`config.mk`:
```
export PLATFORM = sky130hd
export DESIGN_NAME = calibration_blob_validator_core
export DESIGN_NICKNAME = d
export VERILOG_FILES = /design/src/rtl/cbv_pkg.sv /design/src/rtl/cbv_anchor_ram.sv /design/src/rtl/cbv_parser.sv /design/src/rtl/cbv_result_fifo.sv /design/src/rtl/calibration_blob_validator_core.sv
export SDC_FILE = /design/constraint.sdc
export NUM_CORES = 2
export LEC_CHECK = 0
export BUFFER_PORTS_ARGS = -buffer_cell sky130_fd_sc_hd__buf_2
export CORE_MARGIN = 8
export CORE_UTILIZATION = 55
export DETAILED_ROUTE_END_ITERATION = 7
export GPL_TIMING_DRIVEN = 0
export PLACE_DENSITY = 0.67
export SETUP_SLACK_MARGIN = 0.15
export SKIP_CTS_REPAIR_TIMING = 1
export SLEW_MARGIN = 20
export SYNTH_ARGS = -nofsm -noshare
export SYNTH_HDL_FRONTEND = slang
export SYNTH_HIERARCHICAL = 1
export SYNTH_SLANG_ARGS = --single-unit
```
`constraint.sdc`:
```
create_clock -name clock -period 15.2 [get_ports clock]
set_clock_uncertainty 0.15 [all_clocks]
set_input_delay 2.28 -clock clock [delete_from_list [all_inputs] [get_ports clock]]
set_output_delay 2.28 -clock clock [all_outputs]
set_load 0.01 [all_outputs]
```
`src/rtl/cbv_pkg.sv`:
```
// Shared constants, types and helper functions for the calibration blob validator.
package cbv_pkg;

   localparam int CHANNELS   = 4;
   localparam int BOUNDARIES = 6;
   localparam int STRING_MAX = 32;
   localparam int BLOB_LIMIT = 324;

   localparam int CH_W      = $clog2(CHANNELS);
   localparam int CC_W      = $clog2(CHANNELS + 1);
   localparam int AN_W      = $clog2(BOUNDARIES);
   localparam int FC_W      = 8;
   localparam int BC_W      = $clog2(BLOB_LIMIT + 2);
   localparam int ANCHOR_W  = 16;
   localparam int ADDR_W    = CH_W + 1 + AN_W;
   localparam int FIFO_DEPTH = 4;
   localparam int FIFO_AW    = $clog2(FIFO_DEPTH);
   localparam int CSR_IDX_W  = 2;

   localparam logic [15:0] CRC_INIT = 16'hFFFF;
   localparam logic [15:0] CRC_POLY = 16'h1021;

   localparam logic [CSR_IDX_W-1:0] CSR_VERSION = 2'd0;
   localparam logic [CSR_IDX_W-1:0] CSR_CLASS   = 2'd1;
   localparam logic [CSR_IDX_W-1:0] CSR_TIER    = 2'd2;

   typedef enum logic [3:0] {
      R_NONE      = 4'd0,
      R_LENGTH    = 4'd1,
      R_MAGIC     = 4'd2,
      R_VERSION   = 4'd3,
      R_CRC       = 4'd4,
      R_CHANNELS  = 4'd5,
      R_PRESENT   = 4'd6,
      R_TRUNC     = 4'd7,
      R_CLASS     = 4'd8,
      R_TIER      = 4'd9,
      R_ORDER     = 4'd10,
      R_STRING    = 4'd11,
      R_TRAILING  = 4'd12
   } reason_type;

   typedef enum logic [10:0] {
      PH_MAGIC   = 11'b000_0000_0001,
      PH_VERSION = 11'b000_0000_0010,
      PH_COUNT   = 11'b000_0000_0100,
      PH_PRESENT = 11'b000_0000_1000,
      PH_CLASS   = 11'b000_0001_0000,
      PH_TIER    = 11'b000_0010_0000,
      PH_ANCHOR  = 11'b000_0100_0000,
      PH_STRLEN  = 11'b000_1000_0000,
      PH_STRBODY = 11'b001_0000_0000,
      PH_DONE    = 11'b010_0000_0000,
      PH_HALT    = 11'b100_0000_0000
   } phase_type;

   typedef struct packed {
      logic [7:0] version;
      logic [7:0] cls;
      logic [7:0] tier;
   } cfg_type;

   typedef struct packed {
      logic       present;
      logic [7:0] cls;
      logic [7:0] tier;
   } slot_type;

   typedef struct packed {
      logic                en;
      logic [CH_W-1:0]     ch;
      logic [AN_W-1:0]     idx;
      logic [ANCHOR_W-1:0] data;
   } anchor_wr_type;

   typedef struct packed {
      logic       done;
      reason_type reason;
   } blob_end_type;

   typedef struct packed {
      logic                kind;
      logic                accepted;
      logic [3:0]          reason;
      logic                present;
      logic [7:0]          cls;
      logic [7:0]          tier;
      logic [ANCHOR_W-1:0] anchor;
   } result_type;

   function automatic logic [7:0] magic_byte(input logic [1:0] pos);
      logic [7:0] m;
      unique case (pos)
         2'd0:    m = 8'h53;  // S
         2'd1:    m = 8'h50;  // P
         2'd2:    m = 8'h43;  // C
         default: m = 8'h4C;  // L
      endcase
      return m;
   endfunction

   // CRC-16/CCITT-FALSE, one byte, msb first
   function automatic logic [15:0] crc_byte(input logic [15:0] crc, input logic [7:0] b);
      logic [15:0] c;
      c = crc ^ {b, 8'h00};
      for (int k = 0; k < 8; k++) begin
         c = c[15] ? ({c[14:0], 1'b0} ^ CRC_POLY) : {c[14:0], 1'b0};
      end
      return c;
   endfunction

endpackage

```
`src/rtl/cbv_anchor_ram.sv`:
```
// Simple dual-port anchor RAM, one write and one registered read port.
module cbv_anchor_ram #(
   parameter int AW = 6,
   parameter int DW = 16
) (
   input  logic          clock,
   input  logic          wr_en,
   input  logic [AW-1:0] wr_addr,
   input  logic [DW-1:0] wr_data,
   input  logic          rd_en,
   input  logic [AW-1:0] rd_addr,
   output logic [DW-1:0] rd_data
);

   logic [DW-1:0] mem_ff [2**AW];
   logic [DW-1:0] rd_data_ff;

   always_ff @(posedge clock) begin
      if (wr_en) begin
         mem_ff[wr_addr] <= wr_data;
      end
      if (rd_en) begin
         rd_data_ff <= mem_ff[rd_addr];
      end
   end

   assign rd_data = rd_data_ff;

endmodule

```
`src/rtl/cbv_parser.sv`:
```
// Blob byte delay, CRC, record parser, staged slot table and final status.
module cbv_parser (
   input  logic                    clock,
   input  logic                    reset,
   input  logic                    byte_go,
   input  logic [7:0]              blob_byte,
   input  logic                    last_byte,
   input  cbv_pkg::cfg_type        cfg,
   output cbv_pkg::anchor_wr_type  wr,
   output cbv_pkg::blob_end_type   fin,
   output cbv_pkg::slot_type       staged_next [cbv_pkg::CHANNELS]
);

   logic [15:0]                 held_ff, held_in;
   logic [cbv_pkg::BC_W-1:0]    count_ff, count_in;
   logic [15:0]                 crc_ff, crc_in;
   cbv_pkg::phase_type          phase_ff, phase_in;
   logic [cbv_pkg::FC_W-1:0]    fc_ff, fc_in;
   logic [cbv_pkg::CC_W-1:0]    cc_ff, cc_in;
   logic [cbv_pkg::CC_W-1:0]    decl_ff, decl_in;
   logic [2:0]                  hflags_ff, hflags_in;   // channels, version, magic
   cbv_pkg::reason_type         perr_ff, perr_in;
   logic [15:0]                 prev_ff, prev_in;
   logic [2:0]                  rflags_ff, rflags_in;   // order, tier, class
   logic                        sidx_ff, sidx_in;
   logic [7:0]                  lo_ff, lo_in;
   cbv_pkg::slot_type           staged_ff [cbv_pkg::CHANNELS];
   cbv_pkg::slot_type           staged_in [cbv_pkg::CHANNELS];

   logic [7:0]                  leaving;
   logic [cbv_pkg::CH_W-1:0]    ch;
   logic [cbv_pkg::CC_W-1:0]    cc_inc;
   logic [cbv_pkg::AN_W-1:0]    aidx;
   logic [15:0]                 v;
   logic [15:0]                 want;

   assign leaving = held_ff[15:8];
   assign ch      = cc_ff[cbv_pkg::CH_W-1:0];
   assign cc_inc  = cc_ff + 1'b1;
   assign aidx    = fc_ff[cbv_pkg::AN_W:1];
   assign v       = {leaving, lo_ff};

   always_comb begin
      held_in   = held_ff;
      count_in  = count_ff;
      crc_in    = crc_ff;
      phase_in  = phase_ff;
      fc_in     = fc_ff;
      cc_in     = cc_ff;
      decl_in   = decl_ff;
      hflags_in = hflags_ff;
      perr_in   = perr_ff;
      prev_in   = prev_ff;
      rflags_in = rflags_ff;
      sidx_in   = sidx_ff;
      lo_in     = lo_ff;
      staged_in = staged_ff;
      wr        = '0;
      fin       = '{done: 1'b0, reason: cbv_pkg::R_NONE};
      want      = '0;

      if (byte_go) begin
         if (count_ff >= cbv_pkg::BC_W'(2)) begin
            crc_in = cbv_pkg::crc_byte(crc_ff, leaving);
            unique case (phase_ff)
               cbv_pkg::PH_MAGIC: begin
                  if (leaving != cbv_pkg::magic_byte(fc_ff[1:0])) hflags_in[0] = 1'b1;
                  if (fc_ff >= cbv_pkg::FC_W'(3)) begin
                     fc_in    = '0;
                     phase_in = cbv_pkg::PH_VERSION;
                  end else begin
                     fc_in = fc_ff + 1'b1;
                  end
               end
               cbv_pkg::PH_VERSION: begin
                  if (leaving != cfg.version) hflags_in[1] = 1'b1;
                  phase_in = cbv_pkg::PH_COUNT;
               end
               cbv_pkg::PH_COUNT: begin
                  decl_in = leaving[cbv_pkg::CC_W-1:0];
                  cc_in   = '0;
                  if (leaving > 8'(cbv_pkg::CHANNELS)) begin
                     hflags_in[2] = 1'b1;
                     phase_in     = cbv_pkg::PH_HALT;
                  end else begin
                     phase_in = (leaving == 8'd0) ? cbv_pkg::PH_DONE : cbv_pkg::PH_PRESENT;
                  end
               end
               cbv_pkg::PH_PRESENT: begin
                  if (leaving > 8'd1) begin
                     if (perr_ff == cbv_pkg::R_NONE) perr_in = cbv_pkg::R_PRESENT;
                     phase_in = cbv_pkg::PH_HALT;
                  end else if (leaving == 8'd0) begin
                     cc_in    = cc_inc;
                     phase_in = (cc_inc >= decl_ff) ? cbv_pkg::PH_DONE : cbv_pkg::PH_PRESENT;
                  end else begin
                     phase_in = cbv_pkg::PH_CLASS;
                  end
               end
               cbv_pkg::PH_CLASS: begin
                  rflags_in         = {2'b00, leaving != cfg.cls};
                  staged_in[ch].cls = leaving;
                  phase_in          = cbv_pkg::PH_TIER;
               end
               cbv_pkg::PH_TIER: begin
                  if (leaving > cfg.tier) rflags_in[1] = 1'b1;
                  staged_in[ch].tier = leaving;
                  fc_in              = '0;
                  phase_in           = cbv_pkg::PH_ANCHOR;
               end
               cbv_pkg::PH_ANCHOR: begin
                  if (!fc_ff[0]) begin
                     lo_in = leaving;
                  end else begin
                     wr.en   = 1'b1;
                     wr.ch   = ch;
                     wr.idx  = aidx;
                     wr.data = v;
                     if (aidx != '0 && v >= prev_ff) rflags_in[2] = 1'b1;
                     prev_in = v;
                  end
                  fc_in = fc_ff + 1'b1;
                  if (fc_in >= cbv_pkg::FC_W'(2 * cbv_pkg::BOUNDARIES)) begin
                     priority if (rflags_in[0]) begin
                        if (perr_ff == cbv_pkg::R_NONE) perr_in = cbv_pkg::R_CLASS;
                        phase_in = cbv_pkg::PH_HALT;
                     end else if (rflags_in[1]) begin
                        if (perr_ff == cbv_pkg::R_NONE) perr_in = cbv_pkg::R_TIER;
                        phase_in = cbv_pkg::PH_HALT;
                     end else if (rflags_in[2]) begin
                        if (perr_ff == cbv_pkg::R_NONE) perr_in = cbv_pkg::R_ORDER;
                        phase_in = cbv_pkg::PH_HALT;
                     end else begin
                        fc_in    = '0;
                        sidx_in  = 1'b0;
                        phase_in = cbv_pkg::PH_STRLEN;
                     end
                  end
               end
               cbv_pkg::PH_STRLEN: begin
                  if (9'(leaving) >= 9'(cbv_pkg::STRING_MAX)) begin
                     if (perr_ff == cbv_pkg::R_NONE) perr_in = cbv_pkg::R_STRING;
                     phase_in = cbv_pkg::PH_HALT;
                  end else if (leaving == 8'd0) begin
                     if (!sidx_ff) begin
                        sidx_in  = 1'b1;
                        phase_in = cbv_pkg::PH_STRLEN;
                     end else begin
                        staged_in[ch].present = 1'b1;
                        cc_in    = cc_inc;
                        phase_in = (cc_inc >= decl_ff) ? cbv_pkg::PH_DONE : cbv_pkg::PH_PRESENT;
                     end
                  end else begin
                     fc_in    = leaving;
                     phase_in = cbv_pkg::PH_STRBODY;
                  end
               end
               cbv_pkg::PH_STRBODY: begin
                  fc_in = fc_ff - 1'b1;
                  if (fc_in == '0) begin
                     if (!sidx_ff) begin
                        sidx_in  = 1'b1;
                        phase_in = cbv_pkg::PH_STRLEN;
                     end else begin
                        staged_in[ch].present = 1'b1;
                        cc_in    = cc_inc;
                        phase_in = (cc_inc >= decl_ff) ? cbv_pkg::PH_DONE : cbv_pkg::PH_PRESENT;
                     end
                  end
               end
               cbv_pkg::PH_DONE: begin
                  if (perr_ff == cbv_pkg::R_NONE) perr_in = cbv_pkg::R_TRAILING;
                  phase_in = cbv_pkg::PH_HALT;
               end
               cbv_pkg::PH_HALT: begin
               end
               default: begin
               end
            endcase
         end
         held_in = {held_ff[7:0], blob_byte};
         if (count_ff <= cbv_pkg::BC_W'(cbv_pkg::BLOB_LIMIT)) count_in = count_ff + 1'b1;
      end

      staged_next = staged_in;

      if (byte_go && last_byte) begin
         // trailing two bytes carry the CRC, low byte first
         want     = {held_in[7:0], held_in[15:8]};
         fin.done = 1'b1;
         priority if (count_in < cbv_pkg::BC_W'(8) ||
                      count_in > cbv_pkg::BC_W'(cbv_pkg::BLOB_LIMIT)) begin
            fin.reason = cbv_pkg::R_LENGTH;
         end else if (hflags_in[0]) begin
            fin.reason = cbv_pkg::R_MAGIC;
         end else if (hflags_in[1]) begin
            fin.reason = cbv_pkg::R_VERSION;
         end else if (crc_in != want) begin
            fin.reason = cbv_pkg::R_CRC;
         end else if (hflags_in[2]) begin
            fin.reason = cbv_pkg::R_CHANNELS;
         end else if (perr_in != cbv_pkg::R_NONE) begin
            fin.reason = perr_in;
         end else if (phase_in == cbv_pkg::PH_DONE) begin
            fin.reason = cbv_pkg::R_NONE;
         end else if (phase_in == cbv_pkg::PH_STRBODY) begin
            fin.reason = cbv_pkg::R_STRING;
         end else begin
            fin.reason = cbv_pkg::R_TRUNC;
         end

         // next byte opens a new blob
         held_in   = '0;
         count_in  = '0;
         crc_in    = cbv_pkg::CRC_INIT;
         phase_in  = cbv_pkg::PH_MAGIC;
         fc_in     = '0;
         cc_in     = '0;
         decl_in   = '0;
         hflags_in = '0;
         perr_in   = cbv_pkg::R_NONE;
         prev_in   = '0;
         rflags_in = '0;
         sidx_in   = 1'b0;
         for (int c = 0; c < cbv_pkg::CHANNELS; c++) begin
            staged_in[c] = '0;
         end
      end
   end

   always_ff @(posedge clock) begin
      if (reset) begin
         held_ff   <= '0;
         count_ff  <= '0;
         crc_ff    <= cbv_pkg::CRC_INIT;
         phase_ff  <= cbv_pkg::PH_MAGIC;
         fc_ff     <= '0;
         cc_ff     <= '0;
         decl_ff   <= '0;
         hflags_ff <= '0;
         perr_ff   <= cbv_pkg::R_NONE;
         prev_ff   <= '0;
         rflags_ff <= '0;
         sidx_ff   <= 1'b0;
         for (int c = 0; c < cbv_pkg::CHANNELS; c++) begin
            staged_ff[c] <= '0;
         end
      end else begin
         held_ff   <= held_in;
         count_ff  <= count_in;
         crc_ff    <= crc_in;
         phase_ff  <= phase_in;
         fc_ff     <= fc_in;
         cc_ff     <= cc_in;
         decl_ff   <= decl_in;
         hflags_ff <= hflags_in;
         perr_ff   <= perr_in;
         prev_ff   <= prev_in;
         rflags_ff <= rflags_in;
         sidx_ff   <= sidx_in;
         staged_ff <= staged_in;
      end
   end

   always_ff @(posedge clock) begin
      lo_ff <= lo_in;
   end

endmodule

```
`src/rtl/cbv_result_fifo.sv`:
```
// Four-entry result queue between the pipeline and the response port.
module cbv_result_fifo (
   input  logic                         clock,
   input  logic                         reset,
   input  logic                         push,
   input  cbv_pkg::result_type          din,
   input  logic                         pop,
   output cbv_pkg::result_type          dout,
   output logic                         valid,
   output logic [cbv_pkg::FIFO_AW:0]    count
);

   cbv_pkg::result_type            mem_ff [cbv_pkg::FIFO_DEPTH];
   logic [cbv_pkg::FIFO_AW-1:0]    wp_ff, wp_in;
   logic [cbv_pkg::FIFO_AW-1:0]    rp_ff, rp_in;
   logic [cbv_pkg::FIFO_AW:0]      cnt_ff, cnt_in;
   logic                           do_pop;

   assign valid  = (cnt_ff != '0);
   assign do_pop = pop && valid;
   assign dout   = mem_ff[rp_ff];
   assign count  = cnt_ff;

   always_comb begin
      wp_in  = push   ? wp_ff + 1'b1 : wp_ff;
      rp_in  = do_pop ? rp_ff + 1'b1 : rp_ff;
      cnt_in = cnt_ff + (push ? 1'b1 : 1'b0) - (do_pop ? 1'b1 : 1'b0);
   end

   always_ff @(posedge clock) begin
      if (reset) begin
         wp_ff  <= '0;
         rp_ff  <= '0;
         cnt_ff <= '0;
      end else begin
         wp_ff  <= wp_in;
         rp_ff  <= rp_in;
         cnt_ff <= cnt_in;
      end
   end

   always_ff @(posedge clock) begin
      if (push) begin
         mem_ff[wp_ff] <= din;
      end
   end

endmodule

```
`src/rtl/calibration_blob_validator_core.sv`:
```
// Top level of the calibration blob validator: config, live store, read pipe, response queue.
// Takes one request per cycle, back to back, while req_ready is high. A blob byte request
// (opcode 0) feeds the two-byte CRC delay, the CRC and the record parser in the cycle it is
// accepted; only the final byte gives a response (accepted flag and reject reason), through
// the pipe stage and the response queue. A read request (opcode 1) reads one anchor from the
// anchor RAM through its registered read port, which the pipe stage waits on. Responses leave
// in request order through a four-entry queue; req_ready drops only when the queue entries
// plus the stage in front of it reach four. Anchors live in one RAM that holds two banks per
// channel: a blob writes the bank that is not live, and an accepted blob commits by flipping
// the bank bit of each slot it filled, so there is no copy pass and no clearing pass after
// reset. Slots a blob does not fill read as empty with zero class, tier and anchors. Config
// registers (0 version, 1 sensor class, 2 highest tier) are written through csr_ at any time
// with no wait; write them only between blobs.
module calibration_blob_validator_core (
   input  logic                           clock,
   input  logic                           reset,

   input  logic                           req_valid,
   output logic                           req_ready,
   input  logic                           req_opcode,
   input  logic [7:0]                     req_blob_byte,
   input  logic                           req_last_byte,
   input  logic [1:0]                     req_read_channel,
   input  logic [2:0]                     req_read_anchor,

   output logic                           rsp_valid,
   input  logic                           rsp_ready,
   output logic                           rsp_result_kind,
   output logic                           rsp_accepted,
   output logic [3:0]                     rsp_reject_reason,
   output logic                           rsp_slot_present,
   output logic [7:0]                     rsp_slot_class,
   output logic [7:0]                     rsp_slot_tier,
   output logic [15:0]                    rsp_anchor_value,

   input  logic                           csr_valid,
   output logic                           csr_ready,
   input  logic [cbv_pkg::CSR_IDX_W-1:0]  csr_index,
   input  logic [7:0]                     csr_wdata
);

   cbv_pkg::cfg_type                cfg_ff;
   cbv_pkg::slot_type               live_ff [cbv_pkg::CHANNELS];
   logic [cbv_pkg::CHANNELS-1:0]    bank_ff;

   // stage between request accept and the response queue (waits on RAM data)
   logic                            p_valid_ff, p_valid_in;
   cbv_pkg::result_type             p_res_ff, p_res_in;
   logic                            p_anchor_ok_ff, p_anchor_ok_in;

   logic                            req_go, byte_go, rd_go, commit;
   cbv_pkg::anchor_wr_type          wr;
   cbv_pkg::blob_end_type           fin;
   cbv_pkg::slot_type               staged_next [cbv_pkg::CHANNELS];
   logic [cbv_pkg::ADDR_W-1:0]      wr_addr, rd_addr;
   logic [cbv_pkg::ANCHOR_W-1:0]    ram_q;
   cbv_pkg::result_type             push_data, fifo_dout;
   logic                            fifo_valid;
   logic [cbv_pkg::FIFO_AW:0]       fifo_count;
   logic [cbv_pkg::FIFO_AW+1:0]     occupancy;
   cbv_pkg::slot_type               rd_slot;

   assign csr_ready = 1'b1;

   always_ff @(posedge clock) begin
      if (reset) begin
         cfg_ff.version <= 8'd1;
         cfg_ff.cls     <= 8'd0;
         cfg_ff.tier    <= 8'd2;
      end else if (csr_valid) begin
         if (csr_index == cbv_pkg::CSR_VERSION) cfg_ff.version <= csr_wdata;
         if (csr_index == cbv_pkg::CSR_CLASS)   cfg_ff.cls     <= csr_wdata;
         if (csr_index == cbv_pkg::CSR_TIER)    cfg_ff.tier    <= csr_wdata;
      end
   end

   // the pipe stage always drains into the queue next cycle, so count it as taken
   assign occupancy = {1'b0, fifo_count} + (cbv_pkg::FIFO_AW+2)'(p_valid_ff);
   assign req_ready = occupancy < (cbv_pkg::FIFO_AW+2)'(cbv_pkg::FIFO_DEPTH);
   assign req_go    = req_valid && req_ready;
   assign byte_go   = req_go && !req_opcode;
   assign rd_go     = req_go && req_opcode;
   assign commit    = fin.done && (fin.reason == cbv_pkg::R_NONE);

   cbv_parser u_parser (
      .clock       (clock),
      .reset       (reset),
      .byte_go     (byte_go),
      .blob_byte   (req_blob_byte),
      .last_byte   (req_last_byte),
      .cfg         (cfg_ff),
      .wr          (wr),
      .fin         (fin),
      .staged_next (staged_next)
   );

   // staged records go to the bank that is not live
   assign wr_addr = {wr.ch, ~bank_ff[wr.ch], wr.idx};
   assign rd_addr = {req_read_channel, bank_ff[req_read_channel], req_read_anchor};

   cbv_anchor_ram #(
      .AW (cbv_pkg::ADDR_W),
      .DW (cbv_pkg::ANCHOR_W)
   ) u_anchor_ram (
      .clock   (clock),
      .wr_en   (wr.en),
      .wr_addr (wr_addr),
      .wr_data (wr.data),
      .rd_en   (rd_go),
      .rd_addr (rd_addr),
      .rd_data (ram_q)
   );

   // commit: flip banks of filled slots, drop the rest
   always_ff @(posedge clock) begin
      if (reset) begin
         bank_ff <= '0;
         for (int c = 0; c < cbv_pkg::CHANNELS; c++) begin
            live_ff[c].present <= 1'b0;
         end
      end else if (commit) begin
         for (int c = 0; c < cbv_pkg::CHANNELS; c++) begin
            if (staged_next[c].present) begin
               live_ff[c] <= staged_next[c];
               bank_ff[c] <= ~bank_ff[c];
            end else begin
               live_ff[c].present <= 1'b0;
            end
         end
      end
   end

   assign rd_slot = live_ff[req_read_channel];

   always_comb begin
      p_valid_in     = rd_go || fin.done;
      p_res_in       = '0;
      p_anchor_ok_in = 1'b0;
      if (rd_go) begin
         p_res_in.kind    = 1'b1;
         p_res_in.present = rd_slot.present;
         p_res_in.cls     = rd_slot.present ? rd_slot.cls  : 8'd0;
         p_res_in.tier    = rd_slot.present ? rd_slot.tier : 8'd0;
         p_anchor_ok_in   = rd_slot.present &&
                            (4'(req_read_anchor) < 4'(cbv_pkg::BOUNDARIES));
      end else begin
         p_res_in.accepted = commit;
         p_res_in.reason   = fin.reason;
      end
   end

   always_ff @(posedge clock) begin
      if (reset) begin
         p_valid_ff <= 1'b0;
      end else begin
         p_valid_ff <= p_valid_in;
      end
   end

   always_ff @(posedge clock) begin
      p_res_ff       <= p_res_in;
      p_anchor_ok_ff <= p_anchor_ok_in;
   end

   always_comb begin
      push_data        = p_res_ff;
      push_data.anchor = p_anchor_ok_ff ? ram_q : '0;
   end

   cbv_result_fifo u_result_fifo (
      .clock (clock),
      .reset (reset),
      .push  (p_valid_ff),
      .din   (push_data),
      .pop   (rsp_ready),
      .dout  (fifo_dout),
      .valid (fifo_valid),
      .count (fifo_count)
   );

   assign rsp_valid         = fifo_valid;
   assign rsp_result_kind   = fifo_dout.kind;
   assign rsp_accepted      = fifo_dout.accepted;
   assign rsp_reject_reason = fifo_dout.reason;
   assign rsp_slot_present  = fifo_dout.present;
   assign rsp_slot_class    = fifo_dout.cls;
   assign rsp_slot_tier     = fifo_dout.tier;
   assign rsp_anchor_value  = fifo_dout.anchor;

   // queue never overflows: a full queue means nothing waits in the pipe stage
   a_no_overflow: assert property (@(posedge clock) disable iff (reset)
      fifo_count == (cbv_pkg::FIFO_AW+1)'(cbv_pkg::FIFO_DEPTH) |-> !p_valid_ff)
      else $error("response queue overflow");

   a_read_pipes: assert property (@(posedge clock) disable iff (reset)
      rd_go |=> p_valid_ff && p_res_ff.kind)
      else $error("read request lost in pipe");

   a_mid_byte_silent: assert property (@(posedge clock) disable iff (reset)
      byte_go && !req_last_byte |=> !p_valid_ff)
      else $error("non-final blob byte produced a response");

   a_accept_reason: assert property (@(posedge clock) disable iff (reset)
      rsp_valid && !rsp_result_kind |->
         rsp_accepted == (rsp_reject_reason == 4'(cbv_pkg::R_NONE)))
      else $error("accepted flag disagrees with reject reason");

endmodule
```
# After elaboration in Yosys (flattened, before gate mapping)

Memory sizes are Yosys's and may differ from the RTL's. A register that Yosys moved wholly into a read port is not among the register bits.
Cells that the tools add are included.

Reductions and logical operators: 44
$lt $le $gt $ge: 18
Eq/ne operators: 31
Mux-type cells: 173
Bitwise logic cells: 24
Add/sub/neg operators: 9

Operators with widths:

| cell                                                                     | number |
|---|---|
| 68-bit two-way mux                                                       | 6 |
| 68-bit case mux with 4 select lines                                      | 1 |
| 68-bit bitwise mux                                                       | 3 |
| 11-bit two-way mux                                                       | 14 |
| 11-bit case mux with 10 select lines                                     | 1 |
| 13-bit two-way mux                                                       | 8 |
| 17-bit demux with 2-bit select                                           | 3 |
| 22-bit two-way mux                                                       | 4 |
| 4-bit two-way mux                                                        | 22 |
| 8-bit two-way mux                                                        | 11 |
| 16-bit two-way mux                                                       | 5 |
| 1-bit two-way mux                                                        | 70 |
| 8-bit case mux with 5 select lines                                       | 1 |
| 3-bit two-way mux                                                        | 8 |
| 8-bit inequality test                                                    | 3 |
| 3-bit inverter                                                           | 8 |
| 11-bit by 10-bit equality test with 1-bit output (second input constant) | 2 |
| 11-bit by 9-bit equality test with 1-bit output (second input constant)  | 2 |
| 10-bit two-way mux                                                       | 2 |
| 9-bit two-way mux                                                        | 2 |
| 17-bit two-way mux                                                       | 1 |
| 16-bit greater-or-equal comparator                                       | 1 |
| 8-bit logical NOT                                                        | 2 |
| 16-bit inequality test                                                   | 1 |
| 64 further kinds                                                         | 118 |

Register bits: 229
Memories kept: 3
Bits in writable memories: 1248
Output and inout port bits: 42
Input port bits: 30

Memories:

| name                 | depth | width | rd ports | clocked after Yosys merged registers in | write ports | RTL line                              | source |
|---|---|---|---|---|---|---|---|
| u_anchor_ram.mem_ff  | 64    | 16    | 1        | 1                                       | 1           | cbv_anchor_ram.sv:15                  | `logic [DW-1:0] mem_ff [2**AW];` |
| u_result_fifo.mem_ff | 4     | 39    | 1        | 1                                       | 1           | cbv_result_fifo.sv:13                 | `cbv_pkg::result_type mem_ff [cbv_pkg::FIFO_DEPTH];` |
| live_ff              | 4     | 17    | 1        | 0                                       | 4           | calibration_blob_validator_core.sv:43 | `cbv_pkg::slot_type live_ff [cbv_pkg::CHANNELS];` |

# Longest topological paths before layout

Depth after elaboration: 32
Mapped depth: 18
Gate-level depth less buffers: 15

# Hierarchy

Netlist, hierarchy kept.

Modules (own cells, without submodules):

| module                          | sequential area each (µm²) | cells an instance | area an instance (µm²) | instances |
|---|---|---|---|---|
| cbv_anchor_ram                  | 31230.0                    | 1820              | 40138.5                | 1 |
| cbv_parser                      | 3463.3                     | 1141              | 9655.5                 | 1 |
| cbv_result_fifo                 | 4864.7                     | 247               | 6080.8                 | 1 |
| calibration_blob_validator_core | 3103.0                     | 288               | 4529.3                 | 1 |

# Worst setup path before layout

OpenSTA, ideal clock, no wires.

Path kind: input-to-reg
Start point: in req_valid
End point: mem live_ff[1][0] (netlist name) (enable)
Stages: 14
Required time: 14.663 ns
Buffers on the path: 3
Library setup time: 0.387 ns
Arrival time: 6.158 ns
Setup slack: 8.506 ns
Cells stage by stage: nand2_1 nor2_1 clkbuf_1 buf_1 o2111ai_1 or4b_2 a211o_1 o211ai_1 nor3_1 o211a_1 or4b_4 or2_4 buf_6 nor3b_2

RTL lines:

| what               | RTL line                              | source |
|---|---|---|
| start: declaration | calibration_blob_validator_core.sv:18 | `input logic req_valid,` |
| end: declaration   | calibration_blob_validator_core.sv:43 |  |

==> run_results.csv <==
group,metric,value,unit
status,status,"complete, no violations",
placement,numPortBuffers,69,
routing,ant_nets,0,
global_routing,track_usage,0.247,
power_and_ir_drop,power_leakage,20.3,nW
global_routing,grt_pass1_wl,221,mm
yosys,syn-num-nets,3570,
global_routing,grt_pass1_vias,33060,
routing,wl,151,mm
yosys,synth-seq-cells,1495,
floorplan,initial_core_util,0.555,
hold_path,min_path_type,"reg2reg",
cells_and_area,fillers,7673,
critical_path,r2r-start,"u_parser/count_ff[0]",
timing,setup_tns,0,ps
cts,cts-root-buf,"clkbuf_16",
cells_and_area,final_cell_mix,"1,272 x edfxtp_1, 279 x mux4_2, 223 x dfxtp_1",
timing,finalHoldViolations,0,
yosys,synth.avg_cell_area,17.3,um2
floorplan,pin_count,72,
floorplan,die-area,121000,um2
critical_path,crit_fanout,11,
cts,cts_max_level,4,
timing,max_freq,137,MHz
cells_and_area,nNetsFinal,3873,
floorplan,fp.coreArea,109000,um2
global_routing,overflow,0,
critical_path,rr_worst_depth,16,
cells_and_area,drive_gt1_frac,0.235,
placement,globalplace.congestion,1.03,
critical_path,worstPathRequired,15480,ps
global_routing,grt_max_degree,65,
cts,cts-buffers-inserted,151,
timing,slew_viol_final,0,
routing,viasPerCell,6.24,
yosys,yosys_warnings,6,
power_and_ir_drop,power,8.39,mW
placement,dp_hpwl,103,mm
flow_run,drv_cap,0,
yosys,synth_cells,3496,
cts,insertion_delay,750,ps
timing,finalCriticalPeriod,7280,ps
critical_path,r2r_slack,8380,ps
global_routing,antenna_found_initial,7,
floorplan,die-width,347,um
hold_path,hold_end,"u_parser/prev_ff[4]",
timing,tightest_slew,1130,ps
routing,drc_errors,0,
yosys,yosysSeqAreaShare,0.706,
critical_path,arrival,7560,ps
yosys,synth_area,60400,um2
cts,tritoncts,"yes",
cts,path_clk_slew,60,ps
cells_and_area,layout_commonest_cell,"edfxtp_1",
yosys,synth_edf_count,1272,
cts,cts_sinks,1495,
yosys,synth.distinct_cells,93,
timing,rsz0062_at_grt,"no",
hold_path,worstHoldPathCells,2,
routing,firstDrtPassIters,6,
yosys,synth_ff_type,"edfxtp_1",
timing,finalCritPeriodShare,0.479,
hold_path,min_from,"u_parser/prev_ff[4]",
timing,slew_headroom,0.239,
routing,wl_per_cell,28.3,um
critical_path,r2r-end,"u_anchor_ram/mem_ff[4][5]",
routing,vias,33288,
floorplan,chipHeight,347,um
critical_path,cp-end-kind,"flip-flop",
critical_path,critPathKind,"in2reg",
timing,setup_viol,0,
cts,clock_path_buffers,3,
floorplan,rows,121,
cells_and_area,syn_to_final_growth,13.6,%
power_and_ir_drop,powerDensity,122,nW/um2
critical_path,startpoint_type,"primary input",
yosys,async_flop_share,0,
power_and_ir_drop,ir_drop,0.101,mV
timing,whs,304,ps
routing,drt-initial-drc-count,3681,
[power breakdown]
| part | internal, mW | switching [mW] | leakage (nW) |
|---|---|---|---|
| clock | 1.97 | 1.52 | 2.26 |
| sequential | 4.42 | 0.0189 | 11.0 |
| combinational | 0.196 | 0.271 | 6.99 |
[final cells by class]
| cell class | instances | area (um2) | area share |
|---|---|---|---|
| multi-input combinational | 1727 | 16600 | 0.242 |
| antenna | 5 | 12.5 | 0.000182 |
| sequential | 1495 | 42700 | 0.622 |
| tap | 1414 | 1770 | 0.0258 |
| clock inverter | 67 | 470 | 0.00685 |
| buffer | 207 | 1130 | 0.0165 |
| clock buffer | 202 | 4150 | 0.0604 |
| inverter | 67 | 274 | 0.00399 |
| timing repair buffer | 150 | 1570 | 0.0228 |
[metrics by stage]
| step | setup slack [ps] | utilization | std cells | area (um2) |
|---|---|---|---|---|
| floorplan | 8510 | - | 3496 | 60400 |
| global placement | 6640 | 0.574 | 4979 | 62500 |
| detailed placement | 7280 | 0.588 | 5060 | 64000 |
| CTS | 8070 | 0.630 | 5329 | 68600 |
| global route | 7680 | 0.630 | 5329 | 68600 |
| finish | 7920 | 0.631 | 5334 | 68600 |
[Yosys cell counts, types with 7 or more instances]
library cell / number / area, um2
buf_6: 17 / 191
o21ai_0: 42 / 210
nand2_1: 136 / 510
or3_1: 12 / 75.1
xor2_1: 44 / 385
a311oi_1: 16 / 140
mux2_2: 77 / 867
a221oi_1: 22 / 193
buf_4: 21 / 158
nor2b_1: 47 / 294
mux2i_1: 141 / 1410
or3b_2: 7 / 61.3
a22oi_1: 64 / 480
dfxtp_1: 223 / 4460
nor3b_2: 8 / 100
nand3_1: 47 / 235
and3_1: 9 / 56.3
o21a_1: 7 / 52.6
nor3_1: 25 / 125
ha_1: 43 / 538
xnor2_1: 33 / 289
buf_1: 11 / 41.3
clkbuf_1: 118 / 443
nand2b_1: 17 / 106
edfxtp_1: 1272 / 38200
mux4_2: 279 / 6280
nand4_1: 17 / 106
and2_1: 119 / 744
nand3b_1: 7 / 52.6
or2_2: 8 / 50.1
nor2_1: 206 / 773
o211ai_1: 11 / 82.6
and4_1: 12 / 105
nor4_1: 18 / 113
a21o_1: 11 / 82.6
a211oi_1: 17 / 128
a211o_1: 17 / 149
a31oi_1: 19 / 119
buf_2: 32 / 160
a21oi_1: 83 / 415
nor3b_1: 9 / 67.6
inv_1: 64 / 240
[flip-flops by register name (all words and copies together) (netlist names), 4 cells and up, named ones only]
signal                flops
u_parser/phase_ff        11
u_parser/staged_ff       68
u_parser/perr_ff          4
u_parser/prev_ff         16
u_parser/crc_ff          16
u_anchor_ram/rd_data     16
p_res_ff                 23
cfg_ff                   24
u_result_fifo/mem_ff    156
u_anchor_ram/mem_ff    1024
u_parser/count_ff         9
bank_ff                   4
live_ff                  68
u_parser/lo_ff            8
u_parser/held_ff         16
u_parser/fc_ff            8
[per-layer routing]
layer	part of all wire	up-vias	GRT usage
met2	0.46	1565	0.384
met5	0.00024	-	0
met3	0.096	329	0.0617
li1	-	14355	-
met1	0.41	17033	0.343
met4	0.034	6	0.0825
[worst max-delay path by stage]
stage | to | from | slack, ps | cells after the start
floorplan | live_ff[1][0] | req_valid | 8510 | 14
global placement | u_anchor_ram/mem_ff[4][4] | req_valid | 6640 | 16
detailed placement | live_ff[1][13] | req_valid | 7280 | 17
CTS | live_ff[1][13] | req_valid | 8070 | 17
global route | live_ff[1][13] | req_valid | 7680 | 17
finish | u_anchor_ram/mem_ff[4][5] | req_valid | 7920 | 17
[worst max-delay path, stage by stage]
cell and delay [ps]:
buf_2 80, nand2_1 40, nor2_1 280, clkbuf_1 290, o31ai_2 250, clkbuf_1 370
nor2_1 290, nand2_1 300, clkinv_1 300, clkbuf_1 470, and2_1 300, clkbuf_1 300
or3b_2 550, or2_2 300, clkbuf_1 340, nor2_2 510, buf_6 260
[kinds of logic after synthesis]
| group | Yosys count | synth area share |
|---|---|---|
| adder cells (fa/ha/maj) | 44 | 0.00924 |
| AND/OR/NAND/NOR | 741 | 0.0648 |
| buffers and inverters | 274 | 0.0229 |
| XOR/XNOR | 81 | 0.0127 |
| multiplexers | 500 | 0.143 |
| AO/OA/AOI/OAI | 360 | 0.0412 |
| other | 1 | 0.0000621 |
| flip-flops | 1495 | 0.706 |
Note: power is estimated with default switching activity, not from simulation.
